--- src/hdl/two_wire_jtag_shift_sequencer_macros.svh ---
// Assertion macros for the two-wire JTAG shift sequencer.
// Used by the top level; relies on i_clk and i_rst_n in the including scope.
`ifndef TWO_WIRE_JTAG_SHIFT_SEQUENCER_MACROS_SVH
`define TWO_WIRE_JTAG_SHIFT_SEQUENCER_MACROS_SVH

// Same-cycle implication, checked outside reset
`define TJSS_ASSERT_IMPL(label, ante, cons) \
    label: assert property (@(posedge i_clk) disable iff (!i_rst_n) (ante) |-> (cons)) \
        else $error("tjss: same-cycle check failed");

// Next-cycle implication, checked outside reset
`define TJSS_ASSERT_NEXT(label, ante, cons) \
    label: assert property (@(posedge i_clk) disable iff (!i_rst_n) (ante) |=> (cons)) \
        else $error("tjss: next-cycle check failed");

`endif

--- src/hdl/tjss_pkg.sv ---
// Shared types and constants for the two-wire JTAG shift sequencer.
// No dependencies.
`timescale 1ns / 1ps
`default_nettype none

package tjss_pkg;

    // Command codes on the input channel
    typedef enum logic [2:0] {
        MODE_IR8   = 3'd0,
        MODE_DR16  = 3'd1,
        MODE_DR20  = 3'd2,
        MODE_SET   = 3'd3,
        MODE_CLR   = 3'd4,
        MODE_RESET = 3'd5
    } t_mode;

    localparam int unsigned WORD_W = 20;
    localparam int unsigned CNT_W  = 5;

    // Data bit counts minus one
    localparam logic [CNT_W-1:0] NBITS_IR8_M1  = 5'd7;
    localparam logic [CNT_W-1:0] NBITS_DR16_M1 = 5'd15;
    localparam logic [CNT_W-1:0] NBITS_DR20_M1 = 5'd19;

    // Walk lengths minus one, reset sequence length minus one
    localparam logic [CNT_W-1:0] WALK_IR_M1  = 5'd3;
    localparam logic [CNT_W-1:0] WALK_DR_M1  = 5'd2;
    localparam logic [CNT_W-1:0] RESET_LEN_M1 = 5'd5;

    // Controller states
    typedef enum logic [2:0] {
        ST_IDLE,
        ST_WALK,
        ST_DATA,
        ST_TCLK,
        ST_DONE,
        ST_SETCLK,
        ST_RESET
    } t_state;

    // TAP cycle kinds issued to the datapath
    typedef enum logic [2:0] {
        OP_NONE,
        OP_WALK,
        OP_DATA,
        OP_TCLK,
        OP_DONE,
        OP_SETCLK,
        OP_RESET
    } t_op;

    // Controller to datapath
    typedef struct packed {
        logic load;      // capture the command fields
        logic emit;      // produce one TAP cycle this clock
        t_op  op;
        logic cnt_zero;  // final cycle of the current phase
        logic walk_tms;  // TMS level during the walk phase
    } t_ctl_cmd;

    // Datapath to controller
    typedef struct packed {
        logic             slot_free;  // output register can take a transfer
        logic [CNT_W-1:0] nbits_m1;   // shift length minus one of the held command
    } t_dp_sts;

endpackage

`default_nettype wire

--- src/hdl/tjss_ctrl.sv ---
// Sequencer controller: phase state machine and cycle counter.
// Depends on tjss_pkg.
`timescale 1ns / 1ps
`default_nettype none

module tjss_ctrl
    import tjss_pkg::*;
(
    input  wire logic       i_clk,
    input  wire logic       i_rst_n,
    input  wire logic       i_valid,
    input  wire logic [2:0] i_mode,
    output logic            o_ready,
    input  wire t_dp_sts    i_sts,
    output t_ctl_cmd        o_cmd
);

    t_state           r_state, n_state;
    logic [CNT_W-1:0] r_cnt, n_cnt;
    logic             w_adv;

    assign w_adv = (r_state != ST_IDLE) && i_sts.slot_free;

    // Next state and counter
    always_comb begin
        n_state = r_state;
        n_cnt   = r_cnt;
        unique case (r_state)
            ST_IDLE: begin
                if (i_valid) begin
                    unique case (i_mode)
                        MODE_IR8: begin
                            n_state = ST_WALK;
                            n_cnt   = WALK_IR_M1;
                        end
                        MODE_DR16, MODE_DR20: begin
                            n_state = ST_WALK;
                            n_cnt   = WALK_DR_M1;
                        end
                        MODE_SET, MODE_CLR: n_state = ST_SETCLK;
                        MODE_RESET: begin
                            n_state = ST_RESET;
                            n_cnt   = RESET_LEN_M1;
                        end
                        default: n_state = ST_IDLE;  // unused codes: dropped
                    endcase
                end
            end
            ST_WALK: begin
                if (w_adv) begin
                    if (r_cnt == '0) begin
                        n_state = ST_DATA;
                        n_cnt   = i_sts.nbits_m1;
                    end else begin
                        n_cnt = r_cnt - 1'b1;
                    end
                end
            end
            ST_DATA: begin
                if (w_adv) begin
                    if (r_cnt == '0) n_state = ST_TCLK;
                    else             n_cnt   = r_cnt - 1'b1;
                end
            end
            ST_TCLK:   if (w_adv) n_state = ST_DONE;
            ST_DONE:   if (w_adv) n_state = ST_IDLE;
            ST_SETCLK: if (w_adv) n_state = ST_IDLE;
            ST_RESET: begin
                if (w_adv) begin
                    if (r_cnt == '0) n_state = ST_IDLE;
                    else             n_cnt   = r_cnt - 1'b1;
                end
            end
            default: n_state = ST_IDLE;
        endcase
    end

    // Commands to the datapath
    always_comb begin
        o_ready         = (r_state == ST_IDLE);
        o_cmd.load      = (r_state == ST_IDLE) && i_valid;
        o_cmd.emit      = w_adv;
        o_cmd.cnt_zero  = (r_cnt == '0);
        o_cmd.walk_tms  = (r_cnt[CNT_W-1:1] != '0);
        unique case (r_state)
            ST_WALK:   o_cmd.op = OP_WALK;
            ST_DATA:   o_cmd.op = OP_DATA;
            ST_TCLK:   o_cmd.op = OP_TCLK;
            ST_DONE:   o_cmd.op = OP_DONE;
            ST_SETCLK: o_cmd.op = OP_SETCLK;
            ST_RESET:  o_cmd.op = OP_RESET;
            default:   o_cmd.op = OP_NONE;
        endcase
    end

    always_ff @(posedge i_clk) begin
        if (!i_rst_n) begin
            r_state <= ST_IDLE;
            r_cnt   <= '0;
        end else begin
            r_state <= n_state;
            r_cnt   <= n_cnt;
        end
    end

endmodule

`default_nettype wire

--- src/hdl/tjss_datapath.sv ---
// Sequencer datapath: command hold, shift register, pin levels, output register.
// Depends on tjss_pkg.
`timescale 1ns / 1ps
`default_nettype none

module tjss_datapath
    import tjss_pkg::*;
(
    input  wire logic              i_clk,
    input  wire logic              i_rst_n,
    input  wire t_ctl_cmd          i_cmd,
    input  wire logic [2:0]        i_mode,
    input  wire logic [WORD_W-1:0] i_shift_data,
    input  wire logic [WORD_W-1:0] i_target_tdo,
    input  wire logic              i_out_ready,
    output t_dp_sts                o_sts,
    output logic                   o_valid,
    output logic                   o_tms_out,
    output logic                   o_tdi_out,
    output logic                   o_cycle_kind,
    output logic                   o_data_cycle,
    output logic                   o_last,
    output logic [WORD_W-1:0]      o_captured
);

    // Held command
    t_mode             r_mode;
    logic [WORD_W-1:0] r_sh, n_sh;
    logic [WORD_W-1:0] r_tdo;

    // Pin levels
    logic r_tms_lvl, n_tms_lvl;
    logic r_tdi_lvl, n_tdi_lvl;
    logic r_tclk_lvl, n_tclk_lvl;

    // Output register
    logic              r_valid, n_valid;
    logic              r_tms, n_tms, r_tdi, n_tdi, r_kind, n_kind;
    logic              r_data, n_data, r_last, n_last;
    logic [WORD_W-1:0] r_cap, n_cap;

    logic              w_bit;
    logic              w_set;
    logic [WORD_W-1:0] w_cap;

    assign w_bit = r_sh[WORD_W-1];
    assign w_set = (r_mode == MODE_SET);

    // Status: slot free and shift length
    always_comb begin
        o_sts.slot_free = !r_valid || i_out_ready;
        unique case (r_mode)
            MODE_IR8:  o_sts.nbits_m1 = NBITS_IR8_M1;
            MODE_DR16: o_sts.nbits_m1 = NBITS_DR16_M1;
            default:   o_sts.nbits_m1 = NBITS_DR20_M1;
        endcase
    end

    // Capture word; the 20-bit result comes back rotated by four
    always_comb begin
        unique case (r_mode)
            MODE_IR8:  w_cap = {12'd0, r_tdo[7:0]};
            MODE_DR16: w_cap = {4'd0, r_tdo[15:0]};
            MODE_DR20: w_cap = {r_tdo[3:0], r_tdo[19:4]};
            default:   w_cap = '0;
        endcase
    end

    // One TAP cycle per emit
    always_comb begin
        n_sh       = r_sh;
        n_tms_lvl  = r_tms_lvl;
        n_tdi_lvl  = r_tdi_lvl;
        n_tclk_lvl = r_tclk_lvl;
        n_valid    = r_valid && !i_out_ready;
        n_tms      = r_tms;
        n_tdi      = r_tdi;
        n_kind     = r_kind;
        n_data     = r_data;
        n_last     = r_last;
        n_cap      = r_cap;

        // left-align the data so the MSB always leaves from the top
        if (i_cmd.load) begin
            unique case (t_mode'(i_mode))
                MODE_IR8:  n_sh = {i_shift_data[7:0], 12'd0};
                MODE_DR16: n_sh = {i_shift_data[15:0], 4'd0};
                default:   n_sh = i_shift_data;
            endcase
        end

        if (i_cmd.emit) begin
            n_valid = 1'b1;
            n_kind  = 1'b0;
            n_data  = 1'b0;
            n_last  = 1'b0;
            n_cap   = '0;
            n_tms   = r_tms_lvl;
            n_tdi   = r_tdi_lvl;
            unique case (i_cmd.op)
                OP_WALK: n_tms = i_cmd.walk_tms;
                OP_DATA: begin
                    n_tms     = i_cmd.cnt_zero;
                    n_tdi     = w_bit;
                    n_data    = 1'b1;
                    n_sh      = {r_sh[WORD_W-2:0], 1'b0};
                    n_tdi_lvl = w_bit;
                    n_tms_lvl = i_cmd.cnt_zero;
                end
                OP_TCLK: begin
                    n_tdi  = r_tclk_lvl;
                    n_kind = 1'b1;
                end
                OP_DONE: begin
                    n_tms     = 1'b0;
                    n_last    = 1'b1;
                    n_cap     = w_cap;
                    n_tms_lvl = 1'b0;
                end
                OP_SETCLK: begin
                    n_tdi      = w_set;
                    n_kind     = 1'b1;
                    n_last     = 1'b1;
                    n_tclk_lvl = w_set;
                end
                OP_RESET: begin
                    n_tms     = !i_cmd.cnt_zero;
                    n_tdi     = 1'b1;
                    n_last    = i_cmd.cnt_zero;
                    n_tdi_lvl = 1'b1;
                    if (i_cmd.cnt_zero) n_tms_lvl = 1'b1;
                end
                default: n_valid = r_valid && !i_out_ready;
            endcase
        end
    end

    // Control state and levels
    always_ff @(posedge i_clk) begin
        if (!i_rst_n) begin
            r_valid    <= 1'b0;
            r_tms_lvl  <= 1'b1;
            r_tdi_lvl  <= 1'b1;
            r_tclk_lvl <= 1'b0;
        end else begin
            r_valid    <= n_valid;
            r_tms_lvl  <= n_tms_lvl;
            r_tdi_lvl  <= n_tdi_lvl;
            r_tclk_lvl <= n_tclk_lvl;
        end
    end

    // Payload
    always_ff @(posedge i_clk) begin
        if (i_cmd.load) begin
            r_mode <= t_mode'(i_mode);
            r_tdo  <= i_target_tdo;
        end
        r_sh   <= n_sh;
        r_tms  <= n_tms;
        r_tdi  <= n_tdi;
        r_kind <= n_kind;
        r_data <= n_data;
        r_last <= n_last;
        r_cap  <= n_cap;
    end

    assign o_valid      = r_valid;
    assign o_tms_out    = r_tms;
    assign o_tdi_out    = r_tdi;
    assign o_cycle_kind = r_kind;
    assign o_data_cycle = r_data;
    assign o_last       = r_last;
    assign o_captured   = r_cap;

endmodule

`default_nettype wire

--- src/hdl/two_wire_jtag_shift_sequencer.sv ---
// Two-wire JTAG shift sequencer, top level.
// Usage: one command per input transfer (i_valid/o_ready: mode, shift data and
// the TDO bits the target answers with). Each command yields a run of output
// transfers (o_valid/i_ready), one per TAP cycle, giving the TMS and TDI slot
// levels, the cycle kind and data flag; o_last marks the final TAP cycle,
// which for an IR or DR shift carries the captured word.
// Lengths in output transfers: IR shift 14, DR shift 21 or 25, set/clear TCLK 1,
// TAP reset 6; unused mode codes are taken and give nothing.
// Order: a command moves the controller out of idle, then its first TAP cycle
// is held in the output register. Throughput: one TAP cycle per clock into a
// single output register, while that register is free; a new command is taken
// only once the controller is back in its idle state.
// Reset: levels return to TMS 1, TDI 1, TCLK 0, any pending result is dropped.
// Stall: while i_ready is low the output register holds and the sequencer
// waits; nothing is lost or repeated.
// Depends on tjss_pkg, tjss_ctrl, tjss_datapath and the macros header.
`timescale 1ns / 1ps
`default_nettype none

`include "two_wire_jtag_shift_sequencer_macros.svh"

module two_wire_jtag_shift_sequencer
    import tjss_pkg::*;
(
    input  wire logic              i_clk,
    input  wire logic              i_rst_n,
    input  wire logic              i_valid,
    output logic                   o_ready,
    input  wire logic [2:0]        i_mode,
    input  wire logic [WORD_W-1:0] i_shift_data,
    input  wire logic [WORD_W-1:0] i_target_tdo,
    output logic                   o_valid,
    input  wire logic              i_ready,
    output logic                   o_tms_out,
    output logic                   o_tdi_out,
    output logic                   o_cycle_kind,
    output logic                   o_data_cycle,
    output logic                   o_last,
    output logic [WORD_W-1:0]      o_captured
);

    t_ctl_cmd w_cmd;
    t_dp_sts  w_sts;

    tjss_ctrl u_ctrl (
        .i_clk   (i_clk),
        .i_rst_n (i_rst_n),
        .i_valid (i_valid),
        .i_mode  (i_mode),
        .o_ready (o_ready),
        .i_sts   (w_sts),
        .o_cmd   (w_cmd)
    );

    tjss_datapath u_dp (
        .i_clk        (i_clk),
        .i_rst_n      (i_rst_n),
        .i_cmd        (w_cmd),
        .i_mode       (i_mode),
        .i_shift_data (i_shift_data),
        .i_target_tdo (i_target_tdo),
        .i_out_ready  (i_ready),
        .o_sts        (w_sts),
        .o_valid      (o_valid),
        .o_tms_out    (o_tms_out),
        .o_tdi_out    (o_tdi_out),
        .o_cycle_kind (o_cycle_kind),
        .o_data_cycle (o_data_cycle),
        .o_last       (o_last),
        .o_captured   (o_captured)
    );

    // Checks
    `TJSS_ASSERT_IMPL(a_no_emit_when_idle, o_ready, !w_cmd.emit)
    `TJSS_ASSERT_IMPL(a_no_overwrite, w_cmd.emit, !o_valid || i_ready)
    `TJSS_ASSERT_IMPL(a_cap_only_last, o_valid && !o_last, o_captured == '0)
    `TJSS_ASSERT_IMPL(a_data_not_tclk, o_valid && o_data_cycle, !o_cycle_kind)

endmodule

`default_nettype wire
--- config.mk ---
export PLATFORM = sky130hd
export DESIGN_NAME = two_wire_jtag_shift_sequencer
export DESIGN_NICKNAME = d
export VERILOG_FILES = /design/src/hdl/tjss_pkg.sv /design/src/hdl/tjss_ctrl.sv /design/src/hdl/tjss_datapath.sv /design/src/hdl/two_wire_jtag_shift_sequencer.sv
export VERILOG_INCLUDE_DIRS = /design/src /design/src/hdl
export SDC_FILE = /design/constraint.sdc
export NUM_CORES = 1
export LEC_CHECK = 0
export CAP_MARGIN = 25
export CORE_MARGIN = 3
export CORE_UTILIZATION = 27
export CTS_CLUSTER_DIAMETER = 60
export DETAILED_ROUTE_END_ITERATION = 8
export DONT_BUFFER_PORTS = 1
export SLEW_MARGIN = 20
export SYNTH_ARGS = -nofsm -noshare
export SYNTH_HDL_FRONTEND = slang
export SYNTH_SLANG_ARGS = --single-unit
--- constraint.sdc ---
create_clock -name i_clk -period 2.1 [get_ports i_clk]
set_input_delay 0.21 -clock i_clk [delete_from_list [all_inputs] [get_ports i_clk]]
set_output_delay 0.21 -clock i_clk [all_outputs]
set_load 0.05 [all_outputs]
==> results.txt, run 1 <==
Status: finished clean
P&R area growth vs syn: 17.90%
Number of warnings issued by yosys: 0
Synthesis-stage register bit count: 80
DP Wirelength: 6559 µm
Die W: 126.1 µm
P_leak: 0.001613 µW
IO Count: 74
Site row count: 43
Setup crit end kind: register
Post-synthesis net count: 429
Pwr/cell area: 1633 nW/µm²
GPL Wtd Cong: 0.8394
Placed Cells: 545
Cts repair resizes: 0
CP Cell Sequence: buf_4 -> inv_2 -> or4_1 -> a21oi_1
Synthesized area: 3892 µm²
Gate Count Post-Synth: 381
Final hold slack: 0.02028 ns
MaxCap Viol Count: 0
TritonCTS sink count: 80
RSZ-0062 raised after global routing: false
Number of synthesized flops with an enable pin: 48
Slew @ Worst Pin: 0.7698 ns
Area contributors post-synth: edfxtp_1 (37%), dfxtp_1 (16%), a21oi_1 (5.0%), nand2_1 (3.8%), nor2_1 (2.9%)
CP Data Arrival Time: 2.11 ns
Initial DRC Count: 140
Clock slew at reported path FFs: 0.06 ns
Maximum VDD drop: 0.0005377 V
Fillers: 1465
Avg Vias per Cell: 4.959
Average wire per standard cell: 15.56 µm
Headroom to the max-slew limit: 0.4857
Die Ht: 126.1 µm
Largest fanout on the critical path: 16
First-pass GRT wire length: 14840 µm
Number of global-route vias before repair: 2819
Share of the synthesized area in the top cell type: 0.3703
Core Util, Final: 0.3281
Max Slew Vio Count: 0
Total Die Area: 15890 µm²
Port buffer count: 0
Pre-Repair DR Iteration Count: 4
CTS tree: built
H-tree levels: 3
Count leader, synth: edfxtp_1
Via count of the routed design: 2901
Grt ovf: 0
Gr usage total: 0.1174
Final WS setup: 0.1639 ns
Pre-CTS setup slack: 0.1806 ns
Post-CTS Setup Bufs: 0
WL final: 9102 µm
Placeable Area: 13990 µm²
Number of remaining DRC errors: 0
Worst clock skew: 0.003302 ns
Highest clock rate: 516.5 MHz
Layout cells sized above 1: 0.1185
CP max stage cell: or4_1
Hold_buf cts: 24
Initial core utilization: 0.2783
Largest net degree at the start of global routing: 40
Crit path time final: 1.936 ns
Post-synth ARST share: 0
Critical Path Start Type: register
Fin nets: 448
TritonCTS buffer count: 9
Post-DRT Antenna Nets: 0
CP max stage delay: 0.81 ns
Hold Path Class: input pin to register
Final Hold Violating Endpoints: 0
Yosys cell types: 62
Clk_lat worst skew: 0.34 ns
Clk root buf: clkbuf_16
Commonest cells post-synth: edfxtp_1 (48), a21oi_1 (39), nand2_1 (39)
Data required, critical path: 2.28 ns
Initial antenna violation count: 0
Final setup violation count: 0
Syn avg cell area: 10.22 µm²
Register area share after synthesis: 0.5349
Crit share post-route: 0.9219
Clock Path Buffers: 2
WS Path Type: register to register
Leading area contributor after synthesis: edfxtp_1
Antenna cell count: 0
Setup tns final: 0 ns
CP bufs+invs: 2
Finished Layout Cells: 585
Synth Flop Type: edfxtp_1
CP top delay family: simple AND/OR/NAND/NOR gates
[kinds of logic (layout without fill, tap and decap cells)]
kind of cell / after synthesis / count (layout) / synth area share
AND/OR/NAND/NOR: 135 / 135 / 0.1819
AO/OA/AOI/OAI: 117 / 117 / 0.1958
flip-flops: 80 / 80 / 0.5349
buffers and inverters: 34 / 58 / 0.04918
multiplexers: 10 / 10 / 0.02604
XOR/XNOR: 4 / 4 / 0.009002
adder cells (fa/ha/maj): 1 / 1 / 0.003214
[sequential cells by signal (all words and copies together), names as in the netlist, 3 cells and up]
| register | count |
|---|---|
| u_dp.r_sh | 20 |
| u_dp.r_mode | 3 |
| u_ctrl.r_cnt | 5 |
| u_ctrl.r_state | 3 |
| u_dp.r_tdo | 20 |
| u_dp.o_captured | 20 |
[report_power, final]
part	switching [µW]	total, µW	internal (µW)
Combinational	1350	2180	835
Sequential	1240	3730	2490
Clock	645	1580	932
Total	3240	7500	4260
[worst reg2reg max path, cell delays in order (launching register included)]
cell and delay (ns):
dfxtp_1 0.38, buf_4 0.24, inv_2 0.10, or4_1 0.81, a21oi_1 0.24
[final cells by class]
cell class | instances | area, µm² | share of cell area
Clock buffer | 9 | 225.2 | 0.04907
Inverter | 6 | 23.77 | 0.005180
Multi-Input combinational cell | 267 | 1622 | 0.3533
Sequential cell | 80 | 2082 | 0.4537
Tap cell | 180 | 225.2 | 0.04907
Timing Repair Buffer | 36 | 334.1 | 0.07279
Clock inverter | 7 | 77.57 | 0.01690
[metrics by stage]
step	cell area [µm²]	total power, µW
floorplan	3895	5410
global placement	4035	5827
detailed placement	4046	5925
CTS	4589	7571
global route	4589	7975
finish	4589	7495
[layer usage]
| layer | global-route usage | vias to the layer above | wire (µm) |
|---|---|---|---|
| li1 | - | 1428 | - |
| met4 | 0.04606 | 0 | 108 |
| met2 | 0.1853 | 95 | 4394 |
| met1 | 0.1478 | 1372 | 3976 |
| met5 | 0 | - | 0 |
| met3 | 0.04114 | 6 | 623 |
[layout by cell type (no fill, tap or decap), types with 2 or more instances in the layout]
cell | Yosys | routed
nor2b_1 | 5 | 5
clkinv_2 | 1 | 2
a21oi_2 | 2 | 2
nor2_2 | 2 | 3
a211oi_1 | 7 | 7
o21a_1 | 3 | 3
buf_4 | 2 | 11
nor4_1 | 2 | 2
a211oi_2 | 2 | 2
dfxtp_1 | 32 | 32
a21boi_0 | 3 | 3
nand2_1 | 39 | 39
nand2b_1 | 11 | 11
nor2_1 | 30 | 29
o311a_1 | 2 | 2
a22oi_1 | 8 | 8
xor2_1 | 2 | 2
clkbuf_16 | 0 | 9
and3_1 | 9 | 9
mux2i_1 | 9 | 9
nand3_1 | 13 | 13
nor3_1 | 3 | 3
o21ai_1 | 13 | 13
a21boi_1 | 2 | 2
edfxtp_1 | 48 | 48
o211ai_1 | 5 | 5
a21oi_1 | 39 | 39
o21ai_0 | 18 | 18
nand3b_1 | 9 | 9
inv_1 | 4 | 4
xnor2_1 | 2 | 2
inv_6 | 0 | 3
dlygate4sd3_1 | 0 | 24
[path summary, 6_finish.rpt]
kind / slack, ns / cells after the start / end / from
worst min-delay path: 0.02 / 2 / u_ctrl.r_cnt[3] / i_rst_n
worst max-delay path: 0.16 / 4 / u_dp.o_captured[1] / u_ctrl.r_state[2]
worst max register to register: 0.16 / 4 / u_dp.o_captured[1] / u_ctrl.r_state[2]
worst min register to register: 0.45 / 2 / u_dp.r_sh[15] / u_dp.r_sh[14]
(Power assumes the default switching activity.)
==> run 2, diff against run 1 <==
- CAP_MARGIN: 25 -> 30
- CELL_PAD_IN_SITES_DETAIL_PLACEMENT: unset -> 1
- CELL_PAD_IN_SITES_GLOBAL_PLACEMENT: unset -> 2
- PLACE_DENSITY_LB_ADDON: unset -> 0.1
==> results.txt, run 2 (synthesis results as in run 1) <==
Status: finished clean
Setup crit end kind: register
Setup tns final: 0 ns (unchanged)
Final setup violation count: 0 (unchanged)
TritonCTS sink count: 80 (unchanged)
P&R area growth vs syn: 19.80%
Fin nets: 456 (+1.8%)
Finished Layout Cells: 592 (+1.2%)
Crit share post-route: 0.8717 (-0.05025)
Antenna cell count: 0 (unchanged)
DP Wirelength: 7597 µm (+16%)
Commonest non-fill, non-tap cell in the layout: edfxtp_1
Die W: 126.1 µm (unchanged)
P_leak: 0.001652 µW (+2.4%)
Data required, critical path: 2.39 ns (+0.11 ns)
Final WS setup: 0.2694 ns (+0.1055 ns)
Avg Vias per Cell: 4.954 (about the same)
Average wire per standard cell: 18.56 µm (+19%)
Initial antenna violation count: 0 (unchanged)
Port buffer count: 0 (unchanged)
Min-Delay Endpoint: u_ctrl.r_cnt[0]
Crit path time final: 1.831 ns (-0.1055 ns)
Clk root buf: clkbuf_16
Pwr/cell area: 1673 nW/µm² (+2.4%)
Cts repair resizes: 0 (unchanged)
TritonCTS buffer count: 9 (unchanged)
Post-CTS Setup Bufs: 0 (unchanged)
H-tree levels: 3 (unchanged)
Gr usage total: 0.1439 (+0.02643)
IO Count: 74 (unchanged)
Max Slew Vio Count: 0 (unchanged)
Reg-to-reg startpoint: u_ctrl.r_state[2]
Number of global-route vias before repair: 3140 (+11%)
Initial core utilization: 0.2783 (unchanged)
MaxCap Viol Count: 0 (unchanged)
CP bufs+invs: 2 (unchanged)
Via count of the routed design: 2933 (+1.1%)
Most frequent cells in the layout: edfxtp_1 (48), nand2_1 (39), a21oi_1 (39)
Worst R2R Path Depth: 6 (+2)
Final hold slack: 0.02107 ns (+0.0007874 ns)
Worst clock skew: 0.006686 ns (+0.003383 ns)
Clk_lat worst skew: 0.34 ns (about the same)
Site row count: 43 (unchanged)
Critical Path Start Type: register
WL final: 10990 µm (+21%)
Headroom to the max-slew limit: 0.6542 (+0.1685)
Slew @ Worst Pin: 0.5140 ns (-0.2559 ns)
CTS tree: built
Layout cells sized above 1: 0.1311 (+0.01255)
CP max stage cell: dfxtp_1
CP Cell Sequence: buf_4 -> inv_2 -> or3_1 -> nand4_1 -> a21boi_1 -> o211a_1
First-pass GRT wire length: 17870 µm (+20%)
Highest clock rate: 546.3 MHz (+5.8%)
Grt ovf: 0 (unchanged)
CP Data Arrival Time: 2.12 ns (about the same)
Clock Path Buffers: 2 (unchanged)
Reg-to-reg endpoint: u_ctrl.r_state[1]
Final Hold Violating Endpoints: 0 (unchanged)
Largest fanout on the critical path: 7 (-9)
Pre-CTS setup slack: 0.2911 ns (+0.1106 ns)
Number of remaining DRC errors: 0 (unchanged)
WS Path Type: register to register
Clock slew at reported path FFs: 0.07 ns (about the same)
Initial DRC Count: 175 (+25%)
Largest net degree at the start of global routing: 40 (unchanged)
Pre-Repair DR Iteration Count: 4 (unchanged)
Die Ht: 126.1 µm (unchanged)
Maximum VDD drop: 0.0004250 V (-21%)
Total Die Area: 15890 µm² (unchanged)
Post-DRT Antenna Nets: 0 (unchanged)
CP top delay family: simple AND/OR/NAND/NOR gates
Hold_buf cts: 25 (+4.2%)
Placeable Area: 13990 µm² (unchanged)
RSZ-0062 raised after global routing: false
GPL Wtd Cong: 0.7859 (-6.4%)
Reg2Reg Setup Slack: 0.27 ns (+0.11 ns)
Placed Cells: 552 (+1.3%)
Hold depth: 1 (-1)
Hold_sp: i_rst_n
Hold Path Class: input pin to register
CP max stage delay: 0.49 ns (-0.32 ns)
==> run 2: cell types whose count changed in the layout (fill, tap and decap cells not counted) <==
cell	previous run	this run
bufinv_16	1	2
buf_6	1	0
clkinvlp_4	1	2
inv_6	3	2
clkinv_4	1	0
clkinv_2	2	1
dlygate4sd3_1	24	25
buf_4	11	19
==> run 2: routing by layer <==
metal,track usage,vias up,share of wire
li1,-,1451,-
met2,0.2394,43,0.49
met4,0.04543,0,0.013
met5,0,-,0
met3,0.04538,8,0.043
met1,0.1781,1431,0.45
==> run 2: metrics by stage <==
step / power [µW] / instance area (µm²) / utilization
3_3_place_gp: 6119 / 4095 / 0.2928
2_1_floorplan: 5410 / 3895 / -
3_5_place_dp: 6148 / 4095 / 0.2928
5_1_grt: 8302 / 4663 / 0.3334
4_1_cts: 7940 / 4663 / 0.3334
6_report: 7799 / 4663 / 0.3334
==> run 2: worst max-delay path by stage <==
stage,startpoint,to,slack (ns),depth (start not counted)
6_report,u_ctrl.r_state[2],u_ctrl.r_state[1],0.27,6
4_1_cts,u_ctrl.r_state[2],u_ctrl.r_state[1],0.27,6
3_5_place_dp,u_ctrl.r_state[2],u_ctrl.r_state[1],0.29,6
3_3_place_gp,u_ctrl.r_state[2],u_ctrl.r_state[1],0.29,6
5_1_grt,u_ctrl.r_state[2],u_ctrl.r_state[1],0.08,6
2_1_floorplan,u_ctrl.r_state[2],u_ctrl.r_cnt[0],0.04,8
==> run 2: area by class of cell <==
| class | instances | area (µm²) |
|---|---|---|
| fill | 1601 | 9325 |
| sequential | 80 | 2082 |
| multi-input combinational | 267 | 1622 |
| timing repair buffer | 44 | 392.9 |
| clock buffer | 9 | 225.2 |
| tap | 180 | 225.2 |
| clock inverter | 6 | 92.59 |
| inverter | 6 | 23.77 |
==> run 2: power by group <==
| group | switching (µW) | internal, µW |
|---|---|---|
| logic | 1440 | 896 |
| clock network | 656 | 1040 |
| registers | 1270 | 2490 |
